--- src/hw/rtl/acle_pkg.sv ---
// shared codes, characters and item type for the command line editor
`default_nettype none

package acle_pkg;

	// operation handed from the front to the back
	localparam logic [2:0] OP_NOP   = 3'd0;
	localparam logic [2:0] OP_END   = 3'd1;
	localparam logic [2:0] OP_CLEAR = 3'd2;
	localparam logic [2:0] OP_ERASE = 3'd3;
	localparam logic [2:0] OP_STORE = 3'd4;

	// result action codes
	localparam logic [2:0] ACT_IGNORE = 3'd0;
	localparam logic [2:0] ACT_STORE  = 3'd1;
	localparam logic [2:0] ACT_ERASE  = 3'd2;
	localparam logic [2:0] ACT_CLEAR  = 3'd3;
	localparam logic [2:0] ACT_END    = 3'd4;

	// line verdict codes
	localparam logic [2:0] V_NONE  = 3'd0;
	localparam logic [2:0] V_BLANK = 3'd1;
	localparam logic [2:0] V_OK    = 3'd2;
	localparam logic [2:0] V_CMD   = 3'd3;
	localparam logic [2:0] V_ERROR = 3'd4;

	// characters of interest
	localparam logic [7:0] CH_NUL   = 8'h00;
	localparam logic [7:0] CH_BS    = 8'h08;
	localparam logic [7:0] CH_TAB   = 8'h09;
	localparam logic [7:0] CH_LF    = 8'h0A;
	localparam logic [7:0] CH_CR    = 8'h0D;
	localparam logic [7:0] CH_ESC   = 8'h1B;
	localparam logic [7:0] CH_SP    = 8'h20;
	localparam logic [7:0] CH_PLUS  = 8'h2B;
	localparam logic [7:0] CH_ZERO  = 8'h30;
	localparam logic [7:0] CH_NINE  = 8'h39;
	localparam logic [7:0] CH_LBRK  = 8'h5B;
	localparam logic [7:0] CH_A     = 8'h61;
	localparam logic [7:0] CH_T     = 8'h74;
	localparam logic [7:0] CH_DEL   = 8'h7F;

	// one queued operation
	typedef struct packed {
		logic [2:0] code;
		logic [7:0] data;
	} op_t;

endpackage

`default_nettype wire

--- src/hw/rtl/at_command_line_editor.sv ---
// top level of the serial command line editor
//
// Usage: received serial bytes enter on the rx channel (rx_valid, rx_ready,
// rx_byte), one byte per item. For every item exactly one result item leaves
// on the res channel (res_valid, res_ready) with action, echo_char,
// erase_count, verdict, cmd_start and line_length.
// The front decodes control bytes and filters escape sequences; a two-entry
// queue decouples it from the back, which owns the line store and the count.
// Throughput: an ordinary byte passes the queue and then the result register,
// and the block sustains one item per cycle for such bytes while res_ready is
// high. A line end (CR, LF or a byte that fills the store) scans the stored
// line with one read of the line store per cycle, until the line ends or four
// bytes after the leading spaces are held; no queued item is taken meanwhile.
// Reset: arst_n clears the line length, the escape phase, the queue and the
// result valid flag; the store contents are not cleared and need no clearing
// pass, since only written entries are ever read.
// Stall: a result waits in the output register until res_ready; the queue
// keeps taking bytes until it is full, then rx_ready drops.
`default_nettype none

module at_command_line_editor
	import acle_pkg::*;
#(
	parameter int LINE_MAX = 128
) (
	input  wire logic       clk,
	input  wire logic       arst_n,
	input  wire logic       rx_valid,
	output logic            rx_ready,
	input  wire logic [7:0] rx_byte,
	output logic            res_valid,
	input  wire logic       res_ready,
	output logic [2:0]      action,
	output logic [7:0]      echo_char,
	output logic [7:0]      erase_count,
	output logic [2:0]      verdict,
	output logic [6:0]      cmd_start,
	output logic [7:0]      line_length
);

	logic q_full;
	logic push;
	op_t  push_op;
	logic pop;
	logic q_valid;
	op_t  q_op;

	// byte decode and escape filter
	acle_front u_front (
		.clk      (clk),
		.arst_n   (arst_n),
		.rx_valid (rx_valid),
		.rx_byte  (rx_byte),
		.rx_ready (rx_ready),
		.q_full   (q_full),
		.push     (push),
		.push_op  (push_op)
	);

	// decoupling queue
	acle_queue u_queue (
		.clk     (clk),
		.arst_n  (arst_n),
		.push    (push),
		.push_op (push_op),
		.full    (q_full),
		.pop     (pop),
		.q_valid (q_valid),
		.q_op    (q_op)
	);

	// line editing and classification
	acle_back #(
		.LINE_MAX (LINE_MAX)
	) u_back (
		.clk         (clk),
		.arst_n      (arst_n),
		.q_valid     (q_valid),
		.q_op        (q_op),
		.pop         (pop),
		.res_ready   (res_ready),
		.res_valid   (res_valid),
		.action      (action),
		.echo_char   (echo_char),
		.erase_count (erase_count),
		.verdict     (verdict),
		.cmd_start   (cmd_start),
		.line_length (line_length)
	);

endmodule

`default_nettype wire

--- src/hw/rtl/acle_front.sv ---
// front end: byte decode and escape sequence filter
`default_nettype none

module acle_front
	import acle_pkg::*;
(
	input  wire logic       clk,
	input  wire logic       arst_n,
	input  wire logic       rx_valid,
	input  wire logic [7:0] rx_byte,
	output logic            rx_ready,
	input  wire logic       q_full,
	output logic            push,
	output op_t             push_op
);

	localparam logic [1:0] ESC_NONE = 2'd0;
	localparam logic [1:0] ESC_SEEN = 2'd1;
	localparam logic [1:0] ESC_CODE = 2'd2;

	logic [1:0] esc_q;
	logic [1:0] esc_d;

	assign rx_ready = !q_full;
	assign push     = rx_valid && rx_ready;

	// classify the byte against the escape phase
	always_comb begin
		esc_d        = esc_q;
		push_op.code = OP_NOP;
		push_op.data = rx_byte;
		unique case (rx_byte) inside
			CH_NUL: begin
				push_op.code = OP_NOP;
			end
			CH_LF, CH_CR: begin
				push_op.code = OP_END;
			end
			CH_TAB: begin
				push_op.code = OP_CLEAR;
			end
			CH_BS, CH_DEL: begin
				push_op.code = OP_ERASE;
			end
			CH_ESC: begin
				esc_d = ESC_SEEN;
			end
			default: begin
				if (esc_q == ESC_SEEN) begin
					esc_d = (rx_byte == CH_LBRK) ? ESC_CODE : ESC_NONE;
				end else if (esc_q == ESC_CODE) begin
					if (rx_byte < CH_ZERO || rx_byte > CH_NINE) begin
						esc_d = ESC_NONE;
					end
				end else begin
					push_op.code = OP_STORE;
				end
			end
		endcase
	end

	// escape phase register
	always_ff @(posedge clk or negedge arst_n) begin
		if (!arst_n) begin
			esc_q <= ESC_NONE;
		end else if (push) begin
			esc_q <= esc_d;
		end
	end

endmodule

`default_nettype wire

--- src/hw/rtl/acle_queue.sv ---
// two-entry item queue between front and back
`default_nettype none

module acle_queue
	import acle_pkg::*;
(
	input  wire logic clk,
	input  wire logic arst_n,
	input  wire logic push,
	input  op_t       push_op,
	output logic      full,
	input  wire logic pop,
	output logic      q_valid,
	output op_t       q_op
);

	localparam int DEPTH = 2;
	localparam int PTR_W = $clog2(DEPTH);
	localparam int CNT_W = $clog2(DEPTH + 1);

	op_t              slots_q [DEPTH];
	logic [PTR_W-1:0] wr_ptr_q;
	logic [PTR_W-1:0] rd_ptr_q;
	logic [CNT_W-1:0] cnt_q;

	assign full    = cnt_q == CNT_W'(DEPTH);
	assign q_valid = cnt_q != '0;
	assign q_op    = slots_q[rd_ptr_q];

	// pointers and fill count
	always_ff @(posedge clk or negedge arst_n) begin
		if (!arst_n) begin
			wr_ptr_q <= '0;
			rd_ptr_q <= '0;
			cnt_q    <= '0;
		end else begin
			if (push) begin
				wr_ptr_q <= wr_ptr_q + 1'b1;
			end
			if (pop) begin
				rd_ptr_q <= rd_ptr_q + 1'b1;
			end
			if (push && !pop) begin
				cnt_q <= cnt_q + 1'b1;
			end else if (pop && !push) begin
				cnt_q <= cnt_q - 1'b1;
			end
		end
	end

	// slot storage
	always_ff @(posedge clk) begin
		if (push) begin
			slots_q[wr_ptr_q] <= push_op;
		end
	end

endmodule

`default_nettype wire

--- src/hw/rtl/acle_back.sv ---
// back end: line store, edit execution, line scan and result register
`default_nettype none

module acle_back
	import acle_pkg::*;
#(
	parameter int LINE_MAX = 128
) (
	input  wire logic       clk,
	input  wire logic       arst_n,
	input  wire logic       q_valid,
	input  op_t             q_op,
	output logic            pop,
	input  wire logic       res_ready,
	output logic            res_valid,
	output logic [2:0]      action,
	output logic [7:0]      echo_char,
	output logic [7:0]      erase_count,
	output logic [2:0]      verdict,
	output logic [6:0]      cmd_start,
	output logic [7:0]      line_length
);

	localparam int CNT_W = $clog2(LINE_MAX + 1);
	localparam int IDX_W = $clog2(LINE_MAX);

	localparam logic ST_IDLE = 1'b0;
	localparam logic ST_SCAN = 1'b1;

	// line storage
	logic [7:0]       mem [LINE_MAX];
	logic             mem_we;
	logic [IDX_W-1:0] mem_waddr;
	logic [7:0]       rdata_q;

	// control state
	logic             state_q, state_d;
	logic [CNT_W-1:0] count_q, count_d;
	logic [CNT_W-1:0] count_inc, count_dec;

	// scan state
	logic [CNT_W-1:0] scan_len_q, scan_len_d;
	logic [CNT_W-1:0] rd_ptr_q, rd_ptr_d;
	logic [CNT_W-1:0] di_q, di_d, di_nx;
	logic             dv_q, dv_d;
	logic             grab_q, grab_d;
	logic [1:0]       k_q, k_d;
	logic [7:0]       chars_q [4];
	logic [7:0]       chars_d [4];
	logic [7:0]       cn [4];
	logic [IDX_W-1:0] start_q, start_d;
	logic [7:0]       echo_pend_q, echo_pend_d;
	logic             last;

	// result register
	logic             res_valid_q;
	logic             res_load;
	logic [2:0]       act_d;
	logic [7:0]       echo_d;
	logic [7:0]       erase_d;
	logic [2:0]       verd_d;
	logic [6:0]       cstart_d;
	logic [7:0]       len_d;
	logic [2:0]       act_q;
	logic [7:0]       echo_q;
	logic [7:0]       erase_q;
	logic [2:0]       verd_q;
	logic [6:0]       cstart_q;
	logic [7:0]       len_q;

	// verdict from the first four bytes after leading spaces
	function automatic logic [2:0] line_verdict(input logic [7:0] c0, input logic [7:0] c1,
			input logic [7:0] c2, input logic [7:0] c3);
		logic [2:0] v;
		v = V_ERROR;
		if (c0 == CH_A && c1 == CH_T) begin
			if (c2 == CH_PLUS && c3 != CH_SP && c3 != CH_NUL) begin
				v = V_CMD;
			end else if (c2 == CH_NUL) begin
				v = V_OK;
			end
		end
		return v;
	endfunction

	assign count_inc = count_q + 1'b1;
	assign count_dec = count_q - 1'b1;
	assign di_nx     = di_q + 1'b1;
	assign last      = di_nx == scan_len_q;
	assign pop       = q_valid && state_q == ST_IDLE && (!res_valid_q || res_ready);

	// newly read byte merged into the captured bytes
	always_comb begin
		for (int i = 0; i < 4; i++) begin
			cn[i] = chars_q[i];
		end
		cn[grab_q ? k_q : 2'd0] = rdata_q;
	end

	// execution and scan control
	always_comb begin
		state_d     = state_q;
		count_d     = count_q;
		mem_we      = 1'b0;
		mem_waddr   = count_q[IDX_W-1:0];
		scan_len_d  = scan_len_q;
		rd_ptr_d    = rd_ptr_q;
		di_d        = di_q;
		dv_d        = 1'b0;
		grab_d      = grab_q;
		k_d         = k_q;
		start_d     = start_q;
		echo_pend_d = echo_pend_q;
		for (int i = 0; i < 4; i++) begin
			chars_d[i] = chars_q[i];
		end
		res_load = 1'b0;
		act_d    = ACT_IGNORE;
		echo_d   = 8'd0;
		erase_d  = 8'd0;
		verd_d   = V_NONE;
		cstart_d = 7'd0;
		len_d    = 8'(count_q);
		unique case (state_q)
			ST_IDLE: begin
				if (pop) begin
					case (q_op.code)
						OP_END: begin
							count_d = '0;
							if (count_q == '0) begin
								res_load = 1'b1;
								act_d    = ACT_END;
								verd_d   = V_BLANK;
							end else begin
								state_d     = ST_SCAN;
								scan_len_d  = count_q;
								echo_pend_d = 8'd0;
							end
						end
						OP_CLEAR: begin
							count_d  = '0;
							res_load = 1'b1;
							act_d    = ACT_CLEAR;
							erase_d  = 8'(count_q);
							len_d    = 8'd0;
						end
						OP_ERASE: begin
							res_load = 1'b1;
							if (count_q != '0) begin
								count_d = count_dec;
								act_d   = ACT_ERASE;
								erase_d = 8'd1;
								len_d   = 8'(count_dec);
							end
						end
						OP_STORE: begin
							mem_we  = 1'b1;
							count_d = count_inc;
							if (count_inc == CNT_W'(LINE_MAX)) begin
								// full store ends the line
								count_d     = '0;
								state_d     = ST_SCAN;
								scan_len_d  = count_inc;
								echo_pend_d = q_op.data;
							end else begin
								res_load = 1'b1;
								act_d    = ACT_STORE;
								echo_d   = q_op.data;
								len_d    = 8'(count_inc);
							end
						end
						default: begin
							res_load = 1'b1;
						end
					endcase
					// fresh scan context
					rd_ptr_d = '0;
					grab_d   = 1'b0;
					k_d      = 2'd0;
					for (int i = 0; i < 4; i++) begin
						chars_d[i] = 8'd0;
					end
				end
			end
			ST_SCAN: begin
				// issue the next sequential read
				if (rd_ptr_q < scan_len_q) begin
					dv_d     = 1'b1;
					di_d     = rd_ptr_q;
					rd_ptr_d = rd_ptr_q + 1'b1;
				end
				// consume the byte read last cycle
				if (dv_q) begin
					if (!grab_q && rdata_q == CH_SP) begin
						if (last) begin
							state_d  = ST_IDLE;
							res_load = 1'b1;
							act_d    = ACT_END;
							echo_d   = echo_pend_q;
							verd_d   = V_BLANK;
							len_d    = 8'(scan_len_q);
						end
					end else begin
						for (int i = 0; i < 4; i++) begin
							chars_d[i] = cn[i];
						end
						if (!grab_q) begin
							start_d = di_q[IDX_W-1:0];
						end
						grab_d = 1'b1;
						k_d    = grab_q ? k_q + 2'd1 : 2'd1;
						if (last || (grab_q && k_q == 2'd3)) begin
							state_d  = ST_IDLE;
							res_load = 1'b1;
							act_d    = ACT_END;
							echo_d   = echo_pend_q;
							verd_d   = line_verdict(cn[0], cn[1], cn[2], cn[3]);
							cstart_d = grab_q ? 7'(start_q) : 7'(di_q);
							len_d    = 8'(scan_len_q);
						end
					end
				end
			end
			default: begin
				state_d = ST_IDLE;
			end
		endcase
	end

	// line store write port and registered read port
	always_ff @(posedge clk) begin
		if (mem_we) begin
			mem[mem_waddr] <= q_op.data;
		end
		rdata_q <= mem[rd_ptr_q[IDX_W-1:0]];
	end

	// control registers
	always_ff @(posedge clk or negedge arst_n) begin
		if (!arst_n) begin
			state_q     <= ST_IDLE;
			count_q     <= '0;
			dv_q        <= 1'b0;
			res_valid_q <= 1'b0;
		end else begin
			state_q <= state_d;
			count_q <= count_d;
			dv_q    <= dv_d;
			if (res_load) begin
				res_valid_q <= 1'b1;
			end else if (res_ready) begin
				res_valid_q <= 1'b0;
			end
		end
	end

	// scan context and result payload
	always_ff @(posedge clk) begin
		scan_len_q  <= scan_len_d;
		rd_ptr_q    <= rd_ptr_d;
		di_q        <= di_d;
		grab_q      <= grab_d;
		k_q         <= k_d;
		start_q     <= start_d;
		echo_pend_q <= echo_pend_d;
		for (int i = 0; i < 4; i++) begin
			chars_q[i] <= chars_d[i];
		end
		if (res_load) begin
			act_q    <= act_d;
			echo_q   <= echo_d;
			erase_q  <= erase_d;
			verd_q   <= verd_d;
			cstart_q <= cstart_d;
			len_q    <= len_d;
		end
	end

	assign res_valid   = res_valid_q;
	assign action      = act_q;
	assign echo_char   = echo_q;
	assign erase_count = erase_q;
	assign verdict     = verd_q;
	assign cmd_start   = cstart_q;
	assign line_length = len_q;

endmodule

`default_nettype wire

--- config.mk ---
export PLATFORM = sky130hd
export DESIGN_NAME = at_command_line_editor
export DESIGN_NICKNAME = d
export VERILOG_FILES = /design/src/hw/rtl/acle_pkg.sv /design/src/hw/rtl/at_command_line_editor.sv /design/src/hw/rtl/acle_front.sv /design/src/hw/rtl/acle_queue.sv /design/src/hw/rtl/acle_back.sv
export SDC_FILE = /design/constraint.sdc
export NUM_CORES = 1
export LEC_CHECK = 0
export ABC_CLOCK_PERIOD_IN_PS = 8500
export CAP_MARGIN = 20
export CORE_ASPECT_RATIO = 0.75
export CORE_MARGIN = 1.5
export CORE_UTILIZATION = 50
export CTS_CLUSTER_SIZE = 16
export DETAILED_ROUTE_END_ITERATION = 8
export DONT_BUFFER_PORTS = 1
export GPL_TIMING_DRIVEN = 0
export PLACE_DENSITY_LB_ADDON = 0.2
export SLEW_MARGIN = 30
export SYNTH_ARGS = -nofsm -noshare
export SYNTH_HDL_FRONTEND = slang
export SYNTH_SLANG_ARGS = --single-unit
--- constraint.sdc ---
create_clock -name clk -period 8.5 [get_ports clk]
set_input_delay 1.7 -clock clk [delete_from_list [all_inputs] [get_ports clk]]
set_output_delay 1.7 -clock clk [all_outputs]
set_load 0.02 [all_outputs]
==> run metrics, run 1 <==
largest net degree at the start of global routing 97; leak pwr 17.29 nW; CP Capture Type flop; final slew viol count 0; Pwr Total 12.33 mW; crit path kind flop to flop; Worst-Margin Slew 1231 ps; Most Frequent Cell on Critical Path buf_2; Overflow after GRT 0; status complete, no violations; HPWL Detailed between 90000 and 100000 um; routability cong. approximately 1.1; FF+latch count, synth 1181; max_slew headroom 0.1715; Post-Syn Nets 2622; initial core utilization 0.5080; dpl cell area 49880 um2; number of fill cells around 6900; multiplexer share of the synthesized area 0.1433; slowest CP cell nor4_1; r2r startpoint u_back.rd_ptr_q[0]; post-CTS setup buffers 0; # setup viols final 0; Logic pwr share 0.039; Ports 51; Hold Crit Start u_queue.cnt_q[1]; CP max FO 10; clk_lat worst skew 750 ps; first-pass GRT wire length 197800 um; number of distinct library cells after synthesis 76; final period utilization 0.7083; Setup TNS 0 ps; Die Ht ~270 um; Tot GR Track Use 0.2935; biggest registers after layout u_back.mem x1024, u_back.chars_q x31, u_queue.slots_q x22; switching share of power 0.2152; Worst Hold Depth 1; Seq/Total Area, Yosys 0.7387; clk root buf clkbuf_16; Cell Chain, Critical Path buf_2 > buf_2 > buf_4 > buf_2 > buf_2 > buf_4 > mux2i_1 > nor3_1 > nor4_1 > o22ai_1; drt drc 0; Post-CTS Resized 0; Finished Cell Area 53730 um2; Post-Synth XOR/XNOR Area 0.005682; vias between 20000 and 30000; Post-synth EDFFs around 1200; Die ar. 97450 um2; crit path DAT 6490 ps; element type at the critical path start flop; Num CTS Buffers 112; First DRT Iteration DRCs 4312; Cell Area, Synth 47790 um2; layout cell share with drive strength beyond 1 0.2013; CTS clock-pin slew for the worst setup and hold paths ~60 ps; max-cap violation count 0; Worst Hold End u_queue.cnt_q[1]; TritonCTS clock tree built; Main synth FF type edfxtp_1; syn avg cell area between 15 and 20 um2; nets 2757; Area Overhead vs Synth 12.44%; H-Tree Level Count 3; critical path's largest stage delay around 970 ps; R2R Setup Slk 2480 ps; reg2reg end u_back.rdata_q[0]; worst hold path type flop to flop; Synth Area in Simple Gates 0.05417; Clk pwr share 0.421; Post-Route WL 142500 um; Compound-Gate Fraction of Synth Area 0.03823; Die W 360.0 um; clock skew between 40 and 50 ps; Reg2Reg Depth 10; Max VDD drop 0.2149 mV; vias in the first global route around 26000; Post-CTS Hold Fix Bufs 0; IO buf count 0; asr flop ratio synth 0.01439; Largest Register u_back.mem; Rows 97; warning count from the yosys run 0; Min Clock Period, post-route approximately 6000 ps; Fin. Hold Viols 0; sequential power share 0.540; Mapped Cells 2594; initial antenna violation count 11; Internal Power 9.676 mW; CTS Sinks approximately 1200; largest family of logic cells by synthesized area multiplexers; drt first pass iters 6; core area 94060 um2; CP delay by family, top buffers and inverters; unrepaired setup endpoints after global routing no; max reg flops 1024; count of buffer and inverter cells on the critical path 6; Routed Antenna Nets 0; DR vias/cell 6.640; Max Fclk 166.1 MHz; CTS max path bufs 3; Adder-Cell Fraction of Synth Area 0.004189; WP data required 8970 ps; switching power 2.654 mW; DR WL/cell 35.01 um; Power Dens Cells roughly 230 nW/um2
synth_stat cells, types with 4 or more instances:
cell,number,share of area
a211oi_1,23,0.0036
a21boi_0,25,0.0039
a21o_1,9,0.0014
a21oi_1,34,0.0036
a221oi_1,5,0.00092
a22o_1,8,0.0015
a22oi_1,22,0.0035
a31oi_1,8,0.0010
a41oi_1,4,0.00073
and2_1,22,0.0029
and3_1,23,0.0030
buf_1,24,0.0019
buf_2,40,0.0042
clkbuf_1,78,0.0061
dfrtp_1,17,0.0089
dfxtp_1,8,0.0034
edfxtp_1,1156,0.73
ha_1,16,0.0042
inv_1,30,0.0024
mux2_2,13,0.0031
mux2i_1,98,0.021
mux4_2,254,0.12
nand2_1,149,0.012
nand2b_1,12,0.0016
nand3_1,39,0.0041
nand3b_1,6,0.00094
nand4_1,11,0.0014
nand4b_1,4,0.00073
nor2_1,193,0.015
nor2b_1,35,0.0046
nor3_1,32,0.0034
nor4_1,8,0.0010
o211ai_1,11,0.0017
o21a_1,4,0.00063
o21ai_0,53,0.0056
o22ai_1,24,0.0031
o31ai_1,4,0.00063
xnor2_1,22,0.0040
xor2_1,9,0.0016
worst reg2reg max path: stages, from the launching register on:
cell and delay (ps):
edfxtp_1 430, buf_2 270, buf_2 510, buf_4 460, buf_2 710, buf_2 670
buf_4 520, mux2i_1 600, nor3_1 110, nor4_1 970, o22ai_1 490
cells by family (layout without fill, tap and decap cells):
group                      after synthesis  after routing
xor gates and xnor gates                31             31
muxes                                  365            365
and+or+nand+nor                        555            555
other                                    0              7
AOI/OAI and AO/OA                      267            267
buffers and inverters                  179            411
DFF                                   1181           1181
adders and majority gates               16             16
final cells by class:
cell class / instances / area [um2] / share of cell area
buffer: 147 / 675.6 / 0.01257
antenna: 7 / 17.52 / 0.0003260
sequential: 1181 / 35300 / 0.6570
tap: 1237 / 1548 / 0.02881
clock buffer: 138 / 2942 / 0.05475
timing repair buffer: 21 / 437.9 / 0.008150
multi-input combinational: 1234 / 11800 / 0.2196
inverter: 32 / 160.2 / 0.002981
clock inverter: 73 / 850.8 / 0.01583
metrics by stage:
| stage | std cells | worst slack [ps] | hold slack, ps | utilization |
|---|---|---|---|---|
| 6_report | 4070 | 2480 | 504.3 | 0.5712 |
| 5_1_grt | 4064 | 2618 | 516.3 | 0.5711 |
| 4_1_cts | 4063 | 2876 | 504.7 | 0.5706 |
| 3_5_place_dp | 3852 | 2886 | 492.0 | 0.5303 |
| 3_3_place_gp | 3831 | 1863 | 480.8 | 0.5245 |
| 2_1_floorplan | 2594 | 3754 | 451.2 | - |
layer usage:
metal | vias to the layer above | track usage | part of all wire
li1 | 10740 | - | -
met1 | 14180 | 0.4428 | 0.41
met2 | 1807 | 0.4172 | 0.43
met3 | 288 | 0.07788 | 0.12
met4 | 12 | 0.09266 | 0.034
met5 | - | 0.009804 | 0.0017
power by group through the flow:
| stage | sequential (mW) | clock (mW) | combinational (mW) |
|---|---|---|---|
| 2_1_floorplan | 6.80 | 0 | 0.231 |
| 3_3_place_gp | 6.84 | 0 | 0.393 |
| 6_report | 6.66 | 5.19 | 0.485 |
| 3_5_place_dp | 6.78 | 0 | 0.482 |
| 5_1_grt | 6.66 | 5.42 | 0.514 |
| 4_1_cts | 6.66 | 5.22 | 0.478 |
worst max-delay path by stage:
stage | start | endpoint | slack (ps) | cells after the start
2_1_floorplan | res_ready | u_back.chars_q[0][0] | 3750 | 4
3_5_place_dp | u_back.rd_ptr_q[0] | u_back.rdata_q[7] | 2890 | 10
4_1_cts | u_back.rd_ptr_q[0] | u_back.rdata_q[7] | 2880 | 10
5_1_grt | u_back.rd_ptr_q[0] | u_back.rdata_q[7] | 2620 | 10
3_3_place_gp | res_ready | u_back.mem[77][3] | 1860 | 7
6_report | u_back.rd_ptr_q[0] | u_back.rdata_q[0] | 2480 | 10
layout by cell type (no fill, tap or decap), drive strengths merged, types with 34 or more instances in the layout:
cell / n
clkbuf: 216
nor2b: 35
nand3: 39
nand2: 149
buf: 90
clkinv: 50
inv: 34
mux2i: 98
a21oi: 34
o21ai: 54
edfxtp: 1156
nor2: 193
mux4: 254
(Power assumes the default switching activity.)
==> run 2, diff against run 1 <==
--- a/config.mk
+++ b/config.mk
@@ -5,7 +5,7 @@
 export SDC_FILE = /design/constraint.sdc
 export NUM_CORES = 1
 export LEC_CHECK = 0
-export ABC_CLOCK_PERIOD_IN_PS = 8500
+export ABC_CLOCK_PERIOD_IN_PS = 5300
 export CAP_MARGIN = 20
 export CORE_ASPECT_RATIO = 0.75
 export CORE_MARGIN = 1.5
==> constraint.sdc (replaced) <==
create_clock -name clk -period 5.3 [get_ports clk]
set_input_delay 1.06 -clock clk [delete_from_list [all_inputs] [get_ports clk]]
set_output_delay 1.06 -clock clk [all_outputs]
set_load 0.02 [all_outputs]
==> run 2 against run 1 <==
Compared with the run above: utilization barely moved; combinational power up 61%; flip-flop and latch count is the same; die area unchanged; final cell count unchanged; non-clock buffer count unchanged; fmax grew 14%; critical path type unchanged; critical endpoint is now u_back.rdata_q[4].
==> run metrics, run 2 (same netlist as run 1, synthesis figures left out) <==
DR vias/cell 6.663; WP depth 9; DR WL/cell 34.98 um; CP startpoint u_back.rd_ptr_q[0]; Max VDD drop 0.3459 mV; element type at the critical path start flop; max_slew headroom 0.2165; final slew viol count 0; Power Dens Cells 367.9 nW/um2; max-cap violation count 0; crit path DAT 5740 ps; clk_lat worst skew between 700 and 800 ps; Internal Power 15.52 mW; largest net degree at the start of global routing just under 100; switching share of power 0.2152; initial core utilization 0.5080; reg2reg end u_back.rdata_q[4]; routability cong. 1.066; Max Fclk 190.2 MHz; drt drc 0; drt first pass iters 7; first-pass GRT wire length 197600 um; vias ~27000; critical path's largest stage delay 730 ps; clk root buf clkbuf_16; max reg flops 1024; Worst-Margin Slew 1167 ps; Die ar. 97450 um2; Hold Worst Slack 132.3 ps; commonest cells after routing, fill and taps aside edfxtp_1 (1156), mux4_2 (254), nor2_1 (174), nand2_1 (149), clkbuf_16 (113); worst hold path type input port to asynchronous set/reset pin; most used routing layer met1; crit path kind flop to flop; vias in the first global route 25900; leak pwr between 15 and 20 nW; Largest Register u_back.mem; nets 2757; biggest registers after layout u_back.mem x1024, u_back.chars_q x31, u_queue.slots_q x22; Die Ht between 200 and 300 um; IO buf count 0; worst setup path endpoint u_back.rdata_q[4]; Area Overhead vs Synth 12.48%; clock skew approximately 47 ps; Reg2Reg Depth 9; commonest non-fill, non-tap cell in the layout edfxtp_1; final period utilization 0.9922; Num CTS Buffers 112; Tot GR Track Use 0.2928; slowest CP cell o21ai_0; sequential power share 0.540; Routed Antenna Nets 0; HPWL Detailed 95720 um; CTS max path bufs 3; CTS Sinks 1181; Logic pwr share 0.039; status complete, no violations; WP data required 5790 ps; Ports 51; # setup viols final 0; CP Capture Type flop; post-CTS setup buffers 0; switching power 4.255 mW; core area 94060 um2; CTS clock-pin slew for the worst setup and hold paths 70 ps; grt met2 use 0.4184; Die W around 360 um; H-Tree Level Count 3; Fin. Hold Viols 0; TritonCTS clock tree built; CP max FO 19; final design utilization 0.5715; R2R Setup Slk 40 ps; Cell Chain, Critical Path buf_2 > buf_2 > buf_4 > buf_2 > buf_4 > mux2i_1 > o22ai_1 > o21ai_0 > nand3_1; Post-Route WL 142400 um; initial antenna violation count 9; routing usage on met3 0.07696; Overflow after GRT 0; Rows 97; Pwr Total about 20 mW; Min Clock Period, post-route 5259 ps; M1 GR Usage 0.4416; First DRT Iteration DRCs 4473; count of buffer and inverter cells on the critical path 5; CP delay by family, top buffers and inverters; layout cell share with drive strength beyond 1 0.2017; Most Frequent Cell on Critical Path buf_2; r2r startpoint u_back.rd_ptr_q[0]; unrepaired setup endpoints after global routing no; Clk pwr share 0.421
[run 2: final cells by class]
type / count / area (um2)
Sequential cell: 1181 / 35300
Multi-Input combinational cell: 1234 / 11810
Fill cell: 6922 / 40310
Tap cell: 1237 / 1548
Clock inverter: 73 / 850.8
Clock buffer: 138 / 2942
Buffer: 146 / 670.6
Timing Repair Buffer: 22 / 457.9
Inverter: 32 / 160.2
Antenna cell: 7 / 17.52
[run 2: repair_timing]
action | 4_1_cts | 5_1_grt
endpoints found under the setup margin | 3 | 2
gates resized for setup | 0 | 2
hold buffers | 1 | 0
hold endpoints to repair | 17 | 0
[run 2: metal layers]
| layer | vias to the layer above | routed length [um] |
|---|---|---|
| met5 | - | 225 |
| met4 | 10 | 4531 |
| met3 | 272 | 16480 |
| met2 | 1776 | 61820 |
| met1 | 14320 | 59300 |
| li1 | 10740 | - |
[run 2: worst min-delay path by stage]
| stage | to | cells past startpoint |
|---|---|---|
| floorplan | u_back.di_q[0] | 0 |
| global placement | u_queue.cnt_q[1] | 1 |
| detailed placement | u_queue.cnt_q[1] | 1 |
| CTS | u_back.dv_q | 1 |
| global route | u_front.esc_q[0] | 1 |
| finish | u_front.esc_q[0] | 1 |
[run 2: per-stage QoR]
step	instance area (um2)	worst slack (ps)	std cells	setup TNS, ps
floorplan	47790	1194	2594	0
CTS	53680	207.8	4063	0
global route	53740	82.84	4064	0
finish	53750	41.47	4070	0
global placement	49330	-697.5	3831	-202160
detailed placement	49880	-314.1	3852	-767.9
[run 2: power by group through the flow]
stage	Sequential (mW)	Clock [mW]	Combinational, mW
after floorplan	10.9	0	0.371
after global placement	11.0	0	0.631
after detailed placement	10.9	0	0.773
after CTS	10.7	8.38	0.773
after global routing	10.7	8.70	0.829
final	10.7	8.32	0.779
